**config.mk**
```make
export PLATFORM = sky130hd
export DESIGN_NAME = ssc_cell
export DESIGN_NICKNAME = d
export VERILOG_FILES = /design/src/rtl/ssc_pkg.sv /design/src/rtl/ssc_cell.sv
export SDC_FILE = /design/constraint.sdc
export NUM_CORES = 1
export LEC_CHECK = 0
export ABC_AREA = 1
export ABC_CLOCK_PERIOD_IN_PS = 2350
export BUFFER_PORTS_ARGS = -buffer_cell sky130_fd_sc_hd__buf_2
export CORE_ASPECT_RATIO = 0.9
export CORE_UTILIZATION = 41
export CTS_CLUSTER_DIAMETER = 50
export DETAILED_ROUTE_END_ITERATION = 10
export PLACE_DENSITY = 0.81
export SLEW_MARGIN = 20
export SYNTH_ARGS = -nofsm -noshare
export SYNTH_HDL_FRONTEND = slang
export SYNTH_SLANG_ARGS = --single-unit
```
**constraint.sdc**
```tcl
create_clock -name i_clk -period 2.35 [get_ports i_clk]
set_input_delay 0.1175 -clock i_clk [delete_from_list [all_inputs] [get_ports i_clk]]
set_output_delay 0.1175 -clock i_clk [all_outputs]
set_load 0.02 [all_outputs]
```
**src/rtl/ssc_pkg.sv**
```systemverilog
// shared constants and types for the sorted score table
// operation and status codes, field widths and the cell control bundle
// no dependencies
package ssc_pkg;

    localparam int DEF_CAPACITY = 128;

    localparam int KEY_W   = 16;
    localparam int SCORE_W = 14;
    localparam int MODE_W  = 2;
    localparam int STAT_W  = 2;
    localparam int OUT_W   = 8;

    // operation codes
    localparam logic [MODE_W-1:0] MODE_INSERT = 2'd0;
    localparam logic [MODE_W-1:0] MODE_DELETE = 2'd1;
    localparam logic [MODE_W-1:0] MODE_FIND   = 2'd2;

    // result status codes
    localparam logic [STAT_W-1:0] ST_DONE    = 2'd0;
    localparam logic [STAT_W-1:0] ST_MISSING = 2'd1;
    localparam logic [STAT_W-1:0] ST_FULL    = 2'd2;

    // control broadcast from the sequencer to every cell
    typedef struct packed {
        logic               capture;
        logic               shift_ins;
        logic               shift_del;
        logic [KEY_W-1:0]   cmp_key;
        logic [SCORE_W-1:0] cmp_score;
        logic [KEY_W-1:0]   new_key;
        logic [SCORE_W-1:0] new_score;
    } t_cell_ctl;

endpackage

```
**src/rtl/ssc_cell.sv**
```systemverilog
// one table slot: holds a key and score, compares them on capture
// and shifts toward either neighbor on insert or delete; uses ssc_pkg
module ssc_cell
    import ssc_pkg::*;
#(
    parameter int IDX   = 0,
    parameter int CNT_W = 8
) (
    input  logic               i_clk,
    input  logic               i_rst_n,
    input  t_cell_ctl          i_ctl,
    input  logic [CNT_W-1:0]   i_count,
    input  logic [KEY_W-1:0]   i_left_key,
    input  logic [SCORE_W-1:0] i_left_score,
    input  logic               i_left_ge,
    input  logic [KEY_W-1:0]   i_right_key,
    input  logic [SCORE_W-1:0] i_right_score,
    input  logic               i_seen,
    output logic [KEY_W-1:0]   o_key,
    output logic [SCORE_W-1:0] o_score,
    output logic               o_ge,
    output logic               o_seen,
    output logic               o_ins_here,
    output logic               o_first_hit
);

    logic [KEY_W-1:0]   r_key;
    logic [SCORE_W-1:0] r_score;
    logic               r_ge;
    logic               r_match;
    logic               w_held;

    // slot holds a live entry when its index is below the count
    assign w_held = i_count > CNT_W'(IDX);

    // compare flags, taken when a transaction is accepted
    always_ff @(posedge i_clk) begin
        if (!i_rst_n) begin
            r_ge    <= 1'b0;
            r_match <= 1'b0;
        end else if (i_ctl.capture) begin
            r_ge    <= w_held && (r_score >= i_ctl.cmp_score);
            r_match <= w_held && (r_key == i_ctl.cmp_key);
        end
    end

    // slot contents: open a gap for insert, close one for delete
    always_ff @(posedge i_clk) begin
        if (i_ctl.shift_ins && !r_ge) begin
            if (i_left_ge) begin
                r_key   <= i_ctl.new_key;
                r_score <= i_ctl.new_score;
            end else begin
                r_key   <= i_left_key;
                r_score <= i_left_score;
            end
        end else if (i_ctl.shift_del && (i_seen || r_match)) begin
            r_key   <= i_right_key;
            r_score <= i_right_score;
        end
    end

    // match chain toward the tail and one-hot position flags
    assign o_seen      = i_seen | r_match;
    assign o_first_hit = r_match & ~i_seen;
    assign o_ins_here  = i_left_ge & ~r_ge;
    assign o_ge        = r_ge;
    assign o_key       = r_key;
    assign o_score     = r_score;

endmodule

```
==> Implementation_results.wiki <==
{| class="wikitable"
! Metric !! Value
|-
| Clock tree from TritonCTS || built
|-
| Post-Place Worst Slack || about 0.86 ns
|-
| Final standard cell count with taps included and fillers excluded || roughly 550
|-
| Highest ir drop seen on vdd || 0.354 mV
|-
| Cell with the most instances after synthesis || nand2_1
|-
| Wirelength per Cell || about 13 µm
|-
| Boundary pin count || 169
|-
| Post-CTS resize count || 0
|-
| Syn nets || 459
|-
| Max_slew headroom || about a third
|-
| Setup TNS || 0 ns
|-
| Cell type with the largest total area after synthesis || edfxtp_1
|-
| Data arrival time of the critical path || 1.49 ns
|-
| Number of antenna violations at the first check in global routing || 0
|-
| Critical path type || flop to flop
|-
| Sum of routed wire length over all layers || around 6.9 mm
|-
| Instance count after placement with tap cells included || approximately 540
|-
| Required time of the critical path || approximately 2.4 ns
|-
| Fraction of the yosys area taken by sequential cells || 40.9%
|-
| Final min period || between 1 and 1.5 ns
|-
| Static leakage power || 1.76 nW
|-
| Gate count after technology mapping || 310
|-
| Routed via count divided by cell count || between 4 and 5
|-
| Power share of the sequential group || between 40 and 50%
|-
| Highest fanout seen on the critical path || 12
|-
| Number of diodes || 0
|-
| Share of synthesized flip-flops with an asynchronous set or reset || 0%
|-
| Vias in the first global route || between 2k and 2.5k
|-
| Seq. cell area || between 900 and 1000 µm²
|-
| Buffers added on ports || 168
|-
| Final Setup Violations || 0
|-
| Sw frac || 32.7%
|-
| Sort of element at the end of the critical path || flop
|-
| Post CTS Setup Buffer Count || 0
|-
| FMAX || around 680 MHz
|-
| Post-route worst setup slack || roughly 0.9 ns
|-
| Main area contributors after synthesis || edfxtp_1 39%, o21ai_1 13%, nand2_1 11%
|-
| Synthesized flop and latch total || 32
|-
| Number of enable-type register cells in the synthesized netlist || 30
|-
| Area of the die || 5910 µm²
|-
| Count of distinct cell types in the synthesized netlist || 24
|-
| Drt drc || 0
|-
| Total standard cell area after synthesis || 2300 µm²
|-
| Hold Buf Count CTS || 0
|-
| Number of cell rows || 25
|-
| Library cell used as clock root buffer || clkbuf_8
|-
| Maximum number of pins on one net before global-route repair || 32
|-
| Final cycle utilization of the critical path || a little over three fifths
|-
| GR Overflow Total || 0
|-
| Synth Area per Inst || about 7.4 µm²
|-
| Total cell area at the placement stage || 3190 µm²
|-
| HP Class || primary input to flop
|-
| Clock buffer count from CTS || 5
|-
| Number of max-capacitance violations reported || 0
|-
| Final RePlAce weighted congestion || ~0.84
|-
| Internal power || 1.19 mW
|-
| Post-synth top cells || 70 x nand2_1, 60 x o21ai_1, 51 x nor2_1
|-
| Status || finished, final reports clean
|-
| Min Hold Slack || slightly above 0.09 ns
|-
| HPWL reported at the end of detailed placement || between 5 and 6 mm
|-
| Post-route design area || ~3300 µm²
|-
| Area fraction of the dominant cell type after synthesis || about two fifths
|-
| Antenna-violating nets left || 0
|-
| Longest Clk Path Bufs || 2
|-
| Clk pwr share || a little under a quarter
|-
| Actual slew at the worst max-slew pin || approximately 1.0 ns
|-
| Predominant post-synthesis flop cell || edfxtp_1
|-
| Fraction of layout cells with a size suffix above 1 || 40.1%
|-
| Combinational Power Share || between 30% and 40%
|-
| Count of pins over their slew limit || 0
|-
| Wire length of the first global-routing pass || ~10 mm
|-
| Chip height || 73.0 µm
|-
| Count of filler cells inserted in the layout || roughly 490
|-
| Worst setup SP type || flop
|-
| RSZ-0062 raised after global routing || false
|-
| Area used by multi-input combinational logic || 1150 µm²
|-
| Clock slew at the register clock pins of the worst setup and hold paths || approximately 0.07 ns
|-
| Level count of the clock H-tree || 2
|-
| Initial detailed-routing violation count || 110
|-
| Effective utilization at floorplan || 43.2%
|-
| Detailed-routing iteration count for the pre-antenna-repair pass || 4
|-
| Synthesis-to-layout area growth || 43.0%
|-
| Clock network latency to the later pin of the worst-skew pair || 0.27 ns
|-
| All-Layer GR Usage || around 23%
|-
| Clock sink count || 32
|-
| Net total in the final layout || about 630
|-
| Final Hold Vio Count || 0
|-
| Die X-Extent || approximately 81 µm
|-
| Setup skew after layout || roughly 0.01 ns
|-
| Ys Warns || 0
|-
| Via Count || around 2.6k
|-
| Core area || about 5300 µm²
|-
| Power density over the cells || about 540 nW/µm²
|-
| Net switching power figure || 581 µW
|}
==> path summary, 6_finish.rpt <==
kind                              start  endpoint  slack, ns  cells after the start
worst max register to register  r_match  o_key[3]       0.88                      4
worst min register to register  r_match   r_match       0.48                      2
worst max-delay path            r_match  o_key[3]       0.88                      4
worst min-delay path            i_rst_n      o_ge       0.09                      3
==> cell type report <==
| class | count | area share (%) |
|---|---|---|
| Clock buffer | 6 | 2.51 |
| Multi-Input combinational cell | 228 | 34.9 |
| Sequential cell | 32 | 28.6 |
| Tap cell | 67 | 2.55 |
| Inverter | 38 | 4.34 |
| Timing Repair Buffer | 173 | 26.7 |
| Clock inverter | 2 | 0.305 |
==> through the flow <==
step           utilization (%)  power, mW
2_1_floorplan                -       1.12
6_report                  61.8       1.78
4_1_cts                   61.8       1.79
3_5_place_dp              60.0       1.37
5_1_grt                   61.8       1.88
3_3_place_gp              60.0       1.35
==> flip-flops by register name, indices dropped and copies added (netlist names) <==
signal,flops
o_ge,1
o_score,14
o_key,16
r_match,1
==> power by group through the flow <==
stage | registers (mW) | logic [mW] | clock network (mW)
final | 0.756 | 0.599 | 0.420
after global routing | 0.764 | 0.671 | 0.446
after CTS | 0.755 | 0.605 | 0.433
after detailed placement | 0.768 | 0.603 | 0
after global placement | 0.763 | 0.583 | 0
after floorplan | 0.846 | 0.271 | 0
==> critical path, stage by stage, from the launching register on <==
cell and delay, ns:
dfxtp_1 0.32, or2_2 0.30, nand2_1 0.06, nand2_1 0.24, buf_4 0.30
==> cell families (layout without fill, tap and decap cells) <==
| group | count (synthesis) | after routing | synth area share (%) |
|---|---|---|---|
| simple gates | 136 | 136 | 24.0 |
| buf+inv | 50 | 219 | 9.15 |
| flops | 32 | 32 | 40.9 |
| fa+ha+maj | 14 | 14 | 7.62 |
| xor+xnor | 7 | 7 | 2.67 |
| compound gates | 71 | 71 | 15.6 |
==> per-layer routing <==
metal / global-route usage [%] / up-vias / share of wire, %
met2: 44.4 / 119 / 53
met1: 24.5 / 1171 / 39
li1: - / 1342 / -
met4: 8.13 / 0 / 1.9
met3: 3.62 / 14 / 6.1
met5: 0 / - / 0
==> cell usage in the layout, fill, tap and decap left out, drive strengths merged <==
| cell type | n |
|---|---|
| nand4 | 2 |
| and2 | 1 |
| nand3 | 5 |
| dfxtp | 2 |
| edfxtp | 30 |
| nand2 | 71 |
| nor2 | 54 |
| xnor2 | 3 |
| or2 | 3 |
| o21ai | 64 |
| ha | 14 |
| a21oi | 7 |
| xor2 | 4 |
| clkbuf | 6 |
| buf | 173 |
| inv | 38 |
| clkinv | 2 |
Note: power is estimated with default switching activity, not from simulation.
